--- src/hdl/gfpr_pkg.sv ---
// Shared constants, types and state codes for the GF(2^m) remainder block.
package gfpr_pkg;

	localparam int unsigned SYMBOL_BITS_DEF = 8;
	localparam int unsigned MAX_DEGREE_DEF  = 16;

	// reset values of the two registers
	localparam int unsigned FIELD_POLY_RST = 285;
	localparam int unsigned DEGREE_RST     = 1;

	// register indexes on the APB port (paddr[2])
	localparam logic REG_FIELD_POLY = 1'b0;
	localparam logic REG_DIV_DEGREE = 1'b1;

	// input word kinds
	localparam logic FUNC_LOAD     = 1'b0;
	localparam logic FUNC_DIVIDEND = 1'b1;

	typedef enum logic [3:0] {
		ST_IDLE  = 4'b0001,
		ST_INV   = 4'b0010,
		ST_SCALE = 4'b0100,
		ST_DRAIN = 4'b1000
	} gfpr_state_t;

	// per-cycle commands broadcast along the cell row
	typedef struct packed {
		logic step;   // dividend word: shift in and subtract scaled divisor
		logic scale;  // rescale stored divisor by the leading inverse
		logic drain;  // shift remainder towards cell 0
		logic clear;  // final remainder word taken: zero the window
	} gfpr_ctl_t;

endpackage

--- src/hdl/gfpr_mul.sv ---
// GF(2^m) polynomial-basis multiplier, shift-and-add over the bits of b.
module gfpr_mul #(
	parameter int unsigned SYMBOL_BITS = gfpr_pkg::SYMBOL_BITS_DEF
) (
	input  logic [SYMBOL_BITS-1:0] a,
	input  logic [SYMBOL_BITS-1:0] b,
	input  logic [SYMBOL_BITS-1:0] poly,
	output logic [SYMBOL_BITS-1:0] p
);

	always_comb begin
		logic [SYMBOL_BITS-1:0] acc;
		logic                   carry;
		acc = '0;
		for (int k = SYMBOL_BITS - 1; k >= 0; k--) begin
			carry = acc[SYMBOL_BITS-1];
			acc   = acc << 1;
			if (carry) begin
				acc = acc ^ poly;
			end
			if (b[k]) begin
				acc = acc ^ a;
			end
		end
		p = acc;
	end

endmodule

--- src/hdl/gfpr_cell.sv ---
// One cell of the remainder row: a window symbol plus its divisor coefficient.
module gfpr_cell #(
	parameter int unsigned SYMBOL_BITS = gfpr_pkg::SYMBOL_BITS_DEF
) (
	input  logic                   clk,
	input  logic                   arst_n,
	input  gfpr_pkg::gfpr_ctl_t    ctl,
	input  logic                   active,   // cell lies inside the current degree
	input  logic                   tail,     // last active cell: takes the new word
	input  logic                   load_en,
	input  logic [SYMBOL_BITS-1:0] load_val,
	input  logic [SYMBOL_BITS-1:0] lead,
	input  logic [SYMBOL_BITS-1:0] inv,
	input  logic [SYMBOL_BITS-1:0] poly,
	input  logic [SYMBOL_BITS-1:0] nbr_in,
	input  logic [SYMBOL_BITS-1:0] val_in,
	output logic [SYMBOL_BITS-1:0] win_out
);

	logic [SYMBOL_BITS-1:0] div_q;    // raw divisor coefficient
	logic [SYMBOL_BITS-1:0] q_q;      // coefficient times inverse of leading coeff
	logic [SYMBOL_BITS-1:0] win_q;
	logic [SYMBOL_BITS-1:0] mul_a;
	logic [SYMBOL_BITS-1:0] mul_b;
	logic [SYMBOL_BITS-1:0] prod;
	logic [SYMBOL_BITS-1:0] shift_in;

	// one multiplier, shared between rescaling and the division step
	assign mul_a = ctl.scale ? div_q : q_q;
	assign mul_b = ctl.scale ? inv   : lead;

	gfpr_mul #(.SYMBOL_BITS(SYMBOL_BITS)) u_mul (
		.a    (mul_a),
		.b    (mul_b),
		.poly (poly),
		.p    (prod)
	);

	assign shift_in = tail ? val_in : nbr_in;

	always_ff @(posedge clk or negedge arst_n) begin
		if (!arst_n) begin
			div_q <= '0;
			q_q   <= '0;
			win_q <= '0;
		end else begin
			if (load_en) begin
				div_q <= load_val;
			end
			if (ctl.scale) begin
				q_q <= prod;
			end
			if (ctl.clear) begin
				win_q <= '0;
			end else if (ctl.step && active) begin
				win_q <= shift_in ^ prod;
			end else if (ctl.drain && active) begin
				win_q <= tail ? '0 : nbr_in;
			end
		end
	end

	assign win_out = win_q;

endmodule

--- src/hdl/gf_poly_remainder.sv ---
// Top level: GF(2^m) polynomial remainder, APB registers, inverse sequencer and cell row.
//
// Computes dividend mod divisor over GF(2^SYMBOL_BITS), as used for Reed-Solomon
// parity. Load words (func 0) write divisor coefficient index (0 = highest degree);
// dividend words (func 1) stream in highest degree first, and the word flagged
// last is followed by divisor_degree result words, highest degree first, with
// position, last_out on the final one and error set if the leading divisor
// coefficient was zero during the run. The window is a row of MAX_DEGREE cells;
// each keeps one window symbol and its divisor coefficient pre-multiplied by the
// inverse of the leading coefficient, so a dividend word needs one GF multiply
// per cell and is taken every cycle while idle with the scaling up to date.
// Load words are also taken every cycle while idle. After a load or a
// field_poly write the inverse is recomputed by a shared multiplier (square,
// multiply, SYMBOL_BITS-1 times) and the cells rescaled: the next dividend word
// waits through ST_INV and ST_SCALE; further loads are still taken while that
// work is pending but not yet begun. After the last word the result is drained
// from cell 0, one word per cycle while out_ready is high, and no input is
// taken until the final result word has gone. divisor_degree is clamped to
// 1..MAX_DEGREE; load indexes above MAX_DEGREE are dropped. Registers:
// field_poly at 0x0, divisor_degree at 0x4.
module gf_poly_remainder #(
	parameter int unsigned SYMBOL_BITS = gfpr_pkg::SYMBOL_BITS_DEF,
	parameter int unsigned MAX_DEGREE  = gfpr_pkg::MAX_DEGREE_DEF
) (
	input  logic                                    clk,
	input  logic                                    arst_n,
	// APB register port
	input  logic                                    psel,
	input  logic                                    penable,
	input  logic                                    pwrite,
	input  logic [2:0]                              paddr,
	input  logic [31:0]                             pwdata,
	output logic [31:0]                             prdata,
	output logic                                    pready,
	// input words
	input  logic                                    in_valid,
	output logic                                    in_ready,
	input  logic                                    func,
	input  logic [$clog2(MAX_DEGREE+1)-1:0]         index,
	input  logic [SYMBOL_BITS-1:0]                  value,
	input  logic                                    last,
	// result words
	output logic                                    out_valid,
	input  logic                                    out_ready,
	output logic [SYMBOL_BITS-1:0]                  coeff,
	output logic [((MAX_DEGREE > 1) ? $clog2(MAX_DEGREE) : 1)-1:0] position,
	output logic                                    last_out,
	output logic                                    error
);

	localparam int unsigned IDX_W     = $clog2(MAX_DEGREE + 1);
	localparam int unsigned DEG_W     = $clog2(MAX_DEGREE + 1);
	localparam int unsigned POS_W     = (MAX_DEGREE > 1) ? $clog2(MAX_DEGREE) : 1;
	localparam int unsigned FP_W      = SYMBOL_BITS + 1;
	localparam int unsigned INV_STEPS = 2 * (SYMBOL_BITS - 1);
	localparam int unsigned STEP_W    = (INV_STEPS > 1) ? $clog2(INV_STEPS) : 1;

	// ---------------------------------------------------------------- registers
	logic [FP_W-1:0]  fp_q;
	logic [DEG_W-1:0] deg_q;
	logic             cfg_wr;
	logic             fp_wr;

	assign pready = 1'b1;
	assign cfg_wr = psel && penable && pwrite;
	assign fp_wr  = cfg_wr && (paddr[2] == gfpr_pkg::REG_FIELD_POLY);

	always_ff @(posedge clk or negedge arst_n) begin
		if (!arst_n) begin
			fp_q  <= FP_W'(gfpr_pkg::FIELD_POLY_RST);
			deg_q <= DEG_W'(gfpr_pkg::DEGREE_RST);
		end else if (cfg_wr) begin
			unique case (paddr[2])
				gfpr_pkg::REG_FIELD_POLY: fp_q  <= pwdata[FP_W-1:0];
				gfpr_pkg::REG_DIV_DEGREE: deg_q <= pwdata[DEG_W-1:0];
				default:                  fp_q  <= fp_q;
			endcase
		end
	end

	always_comb begin
		unique case (paddr[2])
			gfpr_pkg::REG_FIELD_POLY: prdata = 32'(fp_q);
			gfpr_pkg::REG_DIV_DEGREE: prdata = 32'(deg_q);
			default:                  prdata = '0;
		endcase
	end

	// effective degree, clamped to 1..MAX_DEGREE
	logic [DEG_W-1:0] d_eff;
	always_comb begin
		priority if (deg_q == '0) begin
			d_eff = DEG_W'(1);
		end else if (deg_q > DEG_W'(MAX_DEGREE)) begin
			d_eff = DEG_W'(MAX_DEGREE);
		end else begin
			d_eff = deg_q;
		end
	end

	logic [SYMBOL_BITS-1:0] poly;
	assign poly = fp_q[SYMBOL_BITS-1:0];   // top bit is implied

	// ---------------------------------------------------------------- control
	gfpr_pkg::gfpr_state_t state_q;
	logic [STEP_W-1:0]      step_q;
	logic [POS_W-1:0]       pos_q;
	logic                   dirty_q;   // inverse / scaled divisor out of date
	logic                   err_q;
	logic [SYMBOL_BITS-1:0] div0_q;    // leading divisor coefficient
	logic [SYMBOL_BITS-1:0] sq_q;
	logic [SYMBOL_BITS-1:0] res_q;     // inverse of div0 once done

	logic in_fire, out_fire, load_fire, div_fire, start_inv, final_word;
	logic [SYMBOL_BITS-1:0] inv_a, inv_p;
	logic [SYMBOL_BITS-1:0] win [MAX_DEGREE];

	// a dividend word waits while the scaled divisor is stale
	assign in_ready  = (state_q == gfpr_pkg::ST_IDLE)
	                   && !(dirty_q && (func == gfpr_pkg::FUNC_DIVIDEND));
	assign in_fire   = in_valid && in_ready;
	assign load_fire = in_fire && (func == gfpr_pkg::FUNC_LOAD)
	                   && (index <= IDX_W'(MAX_DEGREE));
	assign div_fire  = in_fire && (func == gfpr_pkg::FUNC_DIVIDEND);
	assign start_inv = (state_q == gfpr_pkg::ST_IDLE) && dirty_q
	                   && !(in_valid && (func == gfpr_pkg::FUNC_LOAD));

	assign out_valid  = (state_q == gfpr_pkg::ST_DRAIN);
	assign out_fire   = out_valid && out_ready;
	assign last_out   = (DEG_W'(pos_q) == (d_eff - DEG_W'(1)));
	assign final_word = out_fire && last_out;
	assign coeff      = win[0];
	assign position   = pos_q;
	assign error      = err_q;

	// shared multiplier of the inverse sequencer: even steps square, odd steps accumulate
	assign inv_a = step_q[0] ? res_q : sq_q;

	gfpr_mul #(.SYMBOL_BITS(SYMBOL_BITS)) u_inv_mul (
		.a    (inv_a),
		.b    (sq_q),
		.poly (poly),
		.p    (inv_p)
	);

	always_ff @(posedge clk or negedge arst_n) begin
		if (!arst_n) begin
			state_q <= gfpr_pkg::ST_IDLE;
			step_q  <= '0;
			pos_q   <= '0;
			dirty_q <= 1'b0;
			err_q   <= 1'b0;
			div0_q  <= '0;
			sq_q    <= '0;
			res_q   <= '0;
		end else begin
			if (load_fire && (index == '0)) begin
				div0_q <= value;
			end
			if (load_fire || fp_wr) begin
				dirty_q <= 1'b1;
			end else if (start_inv) begin
				dirty_q <= 1'b0;
			end
			if (div_fire && (div0_q == '0)) begin
				err_q <= 1'b1;
			end else if (final_word) begin
				err_q <= 1'b0;
			end
			unique case (state_q)
				gfpr_pkg::ST_IDLE: begin
					if (div_fire && last) begin
						pos_q   <= '0;
						state_q <= gfpr_pkg::ST_DRAIN;
					end else if (start_inv) begin
						sq_q    <= div0_q;
						res_q   <= SYMBOL_BITS'(1);
						step_q  <= '0;
						state_q <= gfpr_pkg::ST_INV;
					end
				end
				gfpr_pkg::ST_INV: begin
					if (step_q[0]) begin
						res_q <= inv_p;
					end else begin
						sq_q <= inv_p;
					end
					if (step_q == STEP_W'(INV_STEPS - 1)) begin
						state_q <= gfpr_pkg::ST_SCALE;
					end else begin
						step_q <= step_q + STEP_W'(1);
					end
				end
				gfpr_pkg::ST_SCALE: begin
					state_q <= gfpr_pkg::ST_IDLE;
				end
				gfpr_pkg::ST_DRAIN: begin
					if (final_word) begin
						state_q <= gfpr_pkg::ST_IDLE;
					end else if (out_fire) begin
						pos_q <= pos_q + POS_W'(1);
					end
				end
				default: begin
					state_q <= gfpr_pkg::ST_IDLE;
				end
			endcase
		end
	end

	// ---------------------------------------------------------------- cell row
	gfpr_pkg::gfpr_ctl_t ctl;
	assign ctl.step  = div_fire;
	assign ctl.scale = (state_q == gfpr_pkg::ST_SCALE);
	assign ctl.drain = out_fire && !last_out;
	assign ctl.clear = final_word;

	for (genvar j = 0; j < MAX_DEGREE; j++) begin : g_cell
		localparam logic [DEG_W-1:0] CELL_J = DEG_W'(j);
		logic                   act;
		logic                   tl;
		logic                   ld;
		logic [SYMBOL_BITS-1:0] nbr;

		assign act = (CELL_J < d_eff);
		assign tl  = (CELL_J == (d_eff - DEG_W'(1)));
		assign ld  = load_fire && (index == IDX_W'(j + 1));

		if (j == MAX_DEGREE - 1) begin : g_end
			assign nbr = '0;
		end else begin : g_mid
			assign nbr = win[j+1];
		end

		gfpr_cell #(.SYMBOL_BITS(SYMBOL_BITS)) u_cell (
			.clk      (clk),
			.arst_n   (arst_n),
			.ctl      (ctl),
			.active   (act),
			.tail     (tl),
			.load_en  (ld),
			.load_val (value),
			.lead     (win[0]),
			.inv      (res_q),
			.poly     (poly),
			.nbr_in   (nbr),
			.val_in   (value),
			.win_out  (win[j])
		);
	end

`ifndef SYNTHESIS
	// a dividend word never meets a stale scaled divisor
	a_no_stale_step: assert property (@(posedge clk) disable iff (!arst_n)
		div_fire |-> !dirty_q && (state_q == gfpr_pkg::ST_IDLE))
		else $error("dividend word taken with stale divisor scaling");

	// the last dividend word starts a run of results at position zero
	a_drain_start: assert property (@(posedge clk) disable iff (!arst_n)
		(div_fire && last) |=> out_valid && (position == '0))
		else $error("result run did not start after last word");

	// the window is empty once the final result word has gone
	a_clear_after_run: assert property (@(posedge clk) disable iff (!arst_n)
		final_word |=> (win[0] == '0) && !err_q && !out_valid)
		else $error("window or error flag not cleared after run");

	// the error flag holds for the whole run of results
	a_err_steady: assert property (@(posedge clk) disable iff (!arst_n)
		(out_valid && !final_word) |=> $stable(error))
		else $error("error flag changed within a result run");
`endif

endmodule
--- config.mk ---
export PLATFORM = sky130hd
export DESIGN_NAME = gf_poly_remainder
export DESIGN_NICKNAME = d
export VERILOG_FILES = /design/src/hdl/gfpr_pkg.sv /design/src/hdl/gfpr_mul.sv /design/src/hdl/gfpr_cell.sv /design/src/hdl/gf_poly_remainder.sv
export SDC_FILE = /design/constraint.sdc
export NUM_CORES = 2
export LEC_CHECK = 0
export CAP_MARGIN = 30
export CORE_ASPECT_RATIO = 1.25
export CORE_MARGIN = 3
export CORE_UTILIZATION = 55
export CTS_BUF_LIST = sky130_fd_sc_hd__clkbuf_4 sky130_fd_sc_hd__clkbuf_8
export DETAILED_ROUTE_END_ITERATION = 12
export DONT_BUFFER_PORTS = 1
export PLACE_DENSITY = 0.71
export SETUP_SLACK_MARGIN = 0.1
export SLEW_MARGIN = 0
export SYNTH_ARGS = -nofsm -noshare
export SYNTH_HDL_FRONTEND = slang
export SYNTH_SLANG_ARGS = --single-unit
--- constraint.sdc ---
create_clock -name clk -period 14.55 [get_ports clk]
set_input_delay 1.455 -clock clk [delete_from_list [all_inputs] [get_ports clk]]
set_output_delay 1.455 -clock clk [all_outputs]
set_load 0.01 [all_outputs]
# Word level (Yosys, flattened, before mapping)
# Cells that the tools add are included.
[totals]
ff_bits = 436
output_inout_bits = 49
wordCells = 864
inputBits = 57
[op_classes]
order_cmp = 18
reduce_logical = 101
bitwise = 256
n_eq_ne = 48
add_sub_neg = 3
mux = 380
[op_table]
columns = ["cell", "n"]
rows = [
  ["two-way mux 8 bit", 358],
  ["XOR 8 bit", 254],
  ["logical AND 1 bit", 66],
  ["case mux 32 bit (2 select lines)", 1],
  ["nonzero test 3 bit", 16],
  ["equality test 4 x 5 -> 1 bit (first input constant)", 8],
  ["equality test 5 x 4 -> 1 bit (second input constant)", 8],
  ["less-than comparator 4 x 5 -> 1 bit (first input constant)", 8],
  ["two-way mux 4 bit", 10],
  ["case mux 8 bit (2 select lines)", 2],
  ["equality test 3 x 5 -> 1 bit (first input constant)", 4],
  ["equality test 5 x 3 -> 1 bit (second input constant)", 4],
  ["less-than comparator 3 x 5 -> 1 bit (first input constant)", 4],
  ["case mux 4 bit (2 select lines)", 2],
  ["AND reduction 4 bit", 4],
  ["logical NOT 5 bit", 3],
  ["!= test 2 bit (second input constant)", 7],
  ["case mux 4 bit (3 select lines)", 1],
  ["equality test 2 x 5 -> 1 bit (first input constant)", 2],
  ["equality test 5 x 2 -> 1 bit (second input constant)", 2],
  ["less-than comparator 1 x 5 -> 1 bit (first input constant)", 2],
  ["less-than comparator 2 x 5 -> 1 bit (first input constant)", 2],
  ["two-way mux 5 bit", 2],
  ["adder 4 x 1 -> 4 bit (second input constant)", 2],
  ["other kinds (21)", 34],
]

# Logic depth before layout (Yosys ltp)
[depth]
depth_word = 34
ltp_mapped = 27

# Cells and area by module
# Synthesis repeated with hierarchy kept, for this count alone.
[hier_totals]
cells_unflattened = 8549
hier_area_um2 = 66339.9
[modules_own_cells]
columns = ["mod", "instances", "cells_per_inst", "seq_area_each_um2", "area_each_um2"]
rows = [
  ["gfpr_mul", 17, 330, 0.0, 2357.3],
  ["gfpr_cell", 16, 161, 600.6, 1430.1],
  ["gf_poly_remainder", 1, 363, 1310.0, 3384.5],
]

# Least setup slack after synthesis
# OpenSTA, ideal clock, no wires.
[synth_timing]
path_kind = "reg-to-reg"
startpoint = "register state_q[1]"
endpoint = "register g_cell[10].u_cell.win_q[0]"
required_ns = 14.426
stages_incl_launch_ff = 25
arrival_ns = 5.180
n_path_buf = 9
slack_ns = 9.246
setup_ns = 0.124
cell_sequence = "dfrtp_1 or4b_1 buf_6 buf_6 buf_6 buf_6 buf_6 buf_6 buf_2 buf_2 buf_2 nand2_1 a21boi_1 a221oi_1 xnor2_1 xnor2_1 nor2_1 o21a_1 o31ai_1 o311ai_1 xor2_1 nand2_1 mux2i_1 mux2_2 a211o_1"
[synth_between]
elab_chain_cells = 33
elab_cells_between_ends = 45
[synth_lines]
columns = ["element", "line_no", "rtl"]
rows = [
  ["start, declared", "gf_poly_remainder.sv:105", "gfpr_pkg::gfpr_state_t state_q;"],
  ["start signal, assigned", "gf_poly_remainder.sv:148", "state_q <= gfpr_pkg::ST_IDLE;"],
  ["start signal, assigned", "gf_poly_remainder.sv:174", "state_q <= gfpr_pkg::ST_DRAIN;"],
  ["start signal, assigned", "gf_poly_remainder.sv:179", "state_q <= gfpr_pkg::ST_INV;"],
  ["equality test 4 x 3 -> 1 bit", "gf_poly_remainder.sv:214", "assign ctl.scale = (state_q == gfpr_pkg::ST_SCALE);"],
  ["two-way mux 8 bit, on equally long branches", "gfpr_cell.sv:29, gfpr_cell.sv:30", ""],
  ["two-way mux 8 bit", "gfpr_mul.sv:21", "if (b[k]) begin"],
  ["XOR 8 bit", "gfpr_mul.sv:19", "acc = acc ^ poly;"],
  ["two-way mux 8 bit", "gfpr_mul.sv:18", "if (carry) begin"],
  ["XOR 8 bit", "gfpr_mul.sv:22", "acc = acc ^ a;"],
  ["two-way mux 8 bit", "gfpr_mul.sv:21", ""],
  ["XOR 8 bit", "gfpr_mul.sv:19", ""],
  ["[... 17 more ...]", "--", ""],
  ["XOR 8 bit", "gfpr_mul.sv:22", ""],
  ["two-way mux 8 bit", "gfpr_mul.sv:21", ""],
  ["two-way mux 8 bit", "gfpr_mul.sv:18", ""],
  ["XOR 8 bit", "gfpr_mul.sv:22", ""],
  ["two-way mux 8 bit", "gfpr_mul.sv:21", ""],
  ["XOR 8 bit", "gfpr_cell.sv:56", "win_q <= shift_in ^ prod;"],
  ["two-way mux 8 bit", "gfpr_cell.sv:55", "end else if (ctl.step && active) begin"],
  ["two-way mux 8 bit", "gfpr_cell.sv:53", "if (ctl.clear) begin"],
  ["end signal, assigned", "gfpr_cell.sv:56", ""],
  ["end signal, assigned", "gfpr_cell.sv:58", "win_q <= tail ? '0 : nbr_in;"],
  ["end, declared", "gfpr_cell.sv:22", "logic [SYMBOL_BITS-1:0] win_q;"],
]
# Several ways; a longest one is shown, not always the timed one.
# A chain may end at the register's enable or synchronous reset.

# Worst setup path after layout
[layout_timing]
startpoint = "register state_q[0]"
endpoint = "register g_cell[11].u_cell.win_q[1]"
[layout_between]
elab_chain_cells = 33
elab_cells_between_ends = 46
[layout_lines]
columns = ["element", "line_no"]
rows = [
  ["equality test 4 x 3 -> 1 bit", "gf_poly_remainder.sv:214"],
  ["two-way mux 8 bit, on equally long branches", "gfpr_cell.sv:29, gfpr_cell.sv:30"],
  ["two-way mux 8 bit", "gfpr_mul.sv:21"],
  ["XOR 8 bit", "gfpr_mul.sv:19"],
  ["two-way mux 8 bit", "gfpr_mul.sv:18"],
  ["XOR 8 bit", "gfpr_mul.sv:22"],
  ["two-way mux 8 bit", "gfpr_mul.sv:21"],
  ["XOR 8 bit", "gfpr_mul.sv:19"],
  ["[... 17 more ...]", "--"],
  ["two-way mux 8 bit / XOR 8 bit (equally long branches)", "gfpr_mul.sv:21, gfpr_mul.sv:22"],
  ["XOR 8 bit / two-way mux 8 bit (equally long branches)", "gfpr_mul.sv:19, gfpr_mul.sv:21"],
  ["two-way mux 8 bit", "gfpr_mul.sv:18"],
  ["XOR 8 bit", "gfpr_mul.sv:22"],
  ["two-way mux 8 bit", "gfpr_mul.sv:21"],
  ["XOR 8 bit", "gfpr_cell.sv:56"],
  ["two-way mux 8 bit", "gfpr_cell.sv:55"],
  ["two-way mux 8 bit", "gfpr_cell.sv:53"],
  ["end signal, assigned", "gfpr_cell.sv:56"],
  ["end signal, assigned", "gfpr_cell.sv:58"],
  ["end, declared", "gfpr_cell.sv:22"],
]
# Several ways; a longest one is shown, not always the timed one.

==> flow_metrics.tcl <==
set metrics [dict create \
    clock-sinks 436 \
    coreArea_mm2 0.1055 \
    peakVddDrop_mv 0.2192 \
    final.setup.worst_slack_ps 7362 \
    power_leakage_uw 0.02459 \
    antenna_found_initial 25 \
    synth_seq_cells 436 \
    place_congestion 1.028 \
    mappedNetlistArea_mm2 0.05858 \
    synth_cell_types 113 \
    path_clk_slew_ps 70 \
    netlist_top_cells_area "sky130_fd_sc_hd__xnor2_1, sky130_fd_sc_hd__dfrtp_1, sky130_fd_sc_hd__nand2_1, sky130_fd_sc_hd__nor2_1, sky130_fd_sc_hd__xor2_1" \
    chipWidth_um 297.9 \
    post_cts_gate_resize_count 0 \
    drt-initial-drc-count 8381 \
    synth.largest_area_cell "sky130_fd_sc_hd__xnor2_1" \
    setup-tns-final_ps 0 \
    report.final.slew_viol_count 0 \
    proportion_of_synthesized_flip_flops_having_asynchronous_set_or_reset_pct 100.0 \
    synthMostInstantiatedCell "sky130_fd_sc_hd__nand2_1" \
    first_global_vias 56310 \
    report.final.hold_viol_count 0 \
    fin_area_mm2 0.06122 \
    synth.top_cell.area_share_pct 20.86 \
    count_of_nets_after_finishing 7806 \
    fp-row-count 133 \
    clockRootBuffer "sky130_fd_sc_hd__clkbuf_8" \
    required_ps 15130 \
    post_cts.repair.setup_buffers 0 \
    clock_tree_from_tritoncts "yes" \
    largest_fanout_on_the_critical_path 151 \
    timing.critical_path.from_type "register" \
    syn_to_layout_area_delta_pct 4.518 \
    cts-buffers-inserted 81 \
    route.detailed.wl_per_inst_um 26.97 \
    r2r.worst_path.cells 17 \
    place_worst_setup_slack_ps 7588 \
    initial_utilization_pct 55.52 \
    timing.critical_path.to_type "register" \
    hpwlAfterDp_mm 166.2 \
    synthesized_area_per_cell_um2 7.222 \
    reg2reg_setup_slack_ps 7360 \
    grt_pass1_wl_mm 364.2 \
    max_freq_mhz 139.1 \
    worst_slew_pin_tran_ps 1362 \
    min_path_type "in2async" \
    routed_wirelength_mm 249.2 \
    final_setup_viols 0 \
    antenna_violating_nets_post_route 0 \
    outcome "finished, final reports clean" \
    via_count 60570 \
    final_util_pct 58.03 \
    floorplan.die.height_um 370.9 \
    post-route-drc-count 0 \
    drive_gt1_share_pct 7.070 \
    post-route-period-util_pct 49.40 \
    cts.hold.buffers_added 0 \
    cts-htree-levels 3 \
    dr.pass1.iters 8 \
    prevailing_post_synth_register_cell "sky130_fd_sc_hd__dfrtp_1" \
    placed_area_mm2 0.05924 \
    grt_max_degree 437 \
    timing.max_cap.violations 0 \
    synth_sequential_area_ratio_pct 18.64 \
    grtUsageTotal_pct 43.60 \
    synthesis.yosys.warnings 0 \
    worstSkewPairLatency_ps 770 \
    path_class "reg2reg" \
    worst_ep_arrival_time_ps 7770 \
    timing.clock.skew_ps 49.80 \
    die-area_mm2 0.1105 \
    boundaryPins 106 \
    setup_repair_after_global_routing_missed_its_margin "no" \
    slew-limit-headroom_pct 9.231 \
    synthTopCellsByCount "sky130_fd_sc_hd__nand2_1, sky130_fd_sc_hd__xnor2_1, sky130_fd_sc_hd__nor2_1" \
    synth_cells 8111 \
    cts-root-to-sink-buffers 3 \
    synth-edff-count 0 \
    layout_min_cycle_time_ps 7188 \
    vias_per_cell 6.555 \
    power_per_cell_area_mw_per_mm2 196.1 \
    globalRoute.totalOverflow 0 \
    buffer_ports.inserted 0 \
]
per-stage QoR:
step	hold slack (ps)	power (uW)	cells
6_report	414.6	12010	9241
5_1_grt	371.4	12430	9226
4_1_cts	372.3	11640	9224
3_5_place_dp	446.3	10130	9074
3_3_place_gp	437.8	10030	9070
2_1_floorplan	426.3	7588	8133
flip-flops by register name, indices dropped and copies added, names as in the netlist:
register	count
g_cell.u_cell.div_q	128
g_cell.u_cell.q_q	128
g_cell.u_cell.win_out	128
fp_q	9
div0_q	8
res_q	8
sq_q	8
deg_q	5
position	4
state_q	4
step_q	4
dirty_q	1
error	1
cell families after synthesis:
family	share of synthesized area [%]
compound gates	17.15
xor+xnor	29.10
fa+ha+maj	0.1709
buf+inv	4.906
flops	18.64
mux	6.079
other cells	0.01282
simple gates	23.94
cell usage in the layout, fill, tap and decap left out, types with 35 or more instances in the layout:
master	synthesis	layout
sky130_fd_sc_hd__nand2_1	1572	1572
sky130_fd_sc_hd__xnor2_1	1395	1395
sky130_fd_sc_hd__nor2_1	997	990
sky130_fd_sc_hd__o21ai_0	441	441
sky130_fd_sc_hd__a21oi_1	437	437
sky130_fd_sc_hd__dfrtp_1	429	415
sky130_fd_sc_hd__xor2_1	305	305
sky130_fd_sc_hd__mux2i_1	234	225
sky130_fd_sc_hd__nand3_1	176	176
sky130_fd_sc_hd__buf_4	39	149
sky130_fd_sc_hd__nor3_1	115	114
sky130_fd_sc_hd__clkbuf_8	0	103
sky130_fd_sc_hd__mux2_2	98	98
sky130_fd_sc_hd__xnor3_1	71	71
sky130_fd_sc_hd__o211ai_1	63	63
sky130_fd_sc_hd__a211oi_1	58	58
sky130_fd_sc_hd__and3_1	57	57
sky130_fd_sc_hd__a31oi_1	56	56
sky130_fd_sc_hd__and2_1	47	47
sky130_fd_sc_hd__nand4_1	45	45
sky130_fd_sc_hd__or3_1	42	42
sky130_fd_sc_hd__o21a_1	35	35
critical path, stage by stage (launching register included):
cell and delay [ps]:
sky130_fd_sc_hd__dfstp_2 590, sky130_fd_sc_hd__or4b_4 390, sky130_fd_sc_hd__buf_4 610, sky130_fd_sc_hd__buf_12 530, sky130_fd_sc_hd__mux2i_1 450, sky130_fd_sc_hd__a211oi_1 590
sky130_fd_sc_hd__xor2_2 470, sky130_fd_sc_hd__xnor2_1 280, sky130_fd_sc_hd__o32a_1 200, sky130_fd_sc_hd__nand3_1 90, sky130_fd_sc_hd__a2111oi_2 600, sky130_fd_sc_hd__o311ai_0 210
sky130_fd_sc_hd__or3b_1 400, sky130_fd_sc_hd__a21oi_1 320, sky130_fd_sc_hd__xnor3_1 560, sky130_fd_sc_hd__nor2_1 150, sky130_fd_sc_hd__mux2i_1 210, sky130_fd_sc_hd__a31oi_1 90
path summary, 6_finish.rpt:
| kind | startpoint | to |
|---|---|---|
| worst max-delay path | state_q[0]$_DFFE_PN1P_ | g_cell[11].u_cell.win_out[1]$_DFFE_PN0P_ |
| worst min-delay path | arst_n | sq_q[2]$_DFFE_PN0P_ |
| worst max register to register | state_q[0]$_DFFE_PN1P_ | g_cell[11].u_cell.win_out[1]$_DFFE_PN0P_ |
| worst min register to register | g_cell[8].u_cell.q_q[0]$_DFFE_PN0P_ | g_cell[8].u_cell.q_q[0]$_DFFE_PN0P_ |
| max in group asynchronous | arst_n | g_cell[9].u_cell.q_q[2]$_DFFE_PN0P_ |
| min in group clk | g_cell[8].u_cell.q_q[0]$_DFFE_PN0P_ | g_cell[8].u_cell.q_q[0]$_DFFE_PN0P_ |
layout make-up:
type	instances	area [um2]
clock buffer	125	1583
clock inverter	25	347.8
multi-input combinational	7027	45040
sequential	436	10970
timing repair buffer	161	1345
fill	10020	44280
inverter	34	128.9
antenna	16	40.04
tap	1417	1773
metal layers:
metal / part of all wire (%) / global-route usage, % / up-vias
met1: 35 / 52.30 / 28640
li1: - / - / 26670
met4: 9.8 / 36.53 / 12
met3: 13 / 12.32 / 1152
met5: 0.032 / 0 / -
met2: 42 / 64.66 / 4106
where the power goes:
group | internal [uW] | switching, uW | leakage, uW
Combinational | 3040 | 5500 | 0.0177
Clock | 839 | 642 | 0.00101
Sequential | 1470 | 516 | 0.00587
Total | 5350 | 6650 | 0.0246
(Power assumes the default switching activity.)
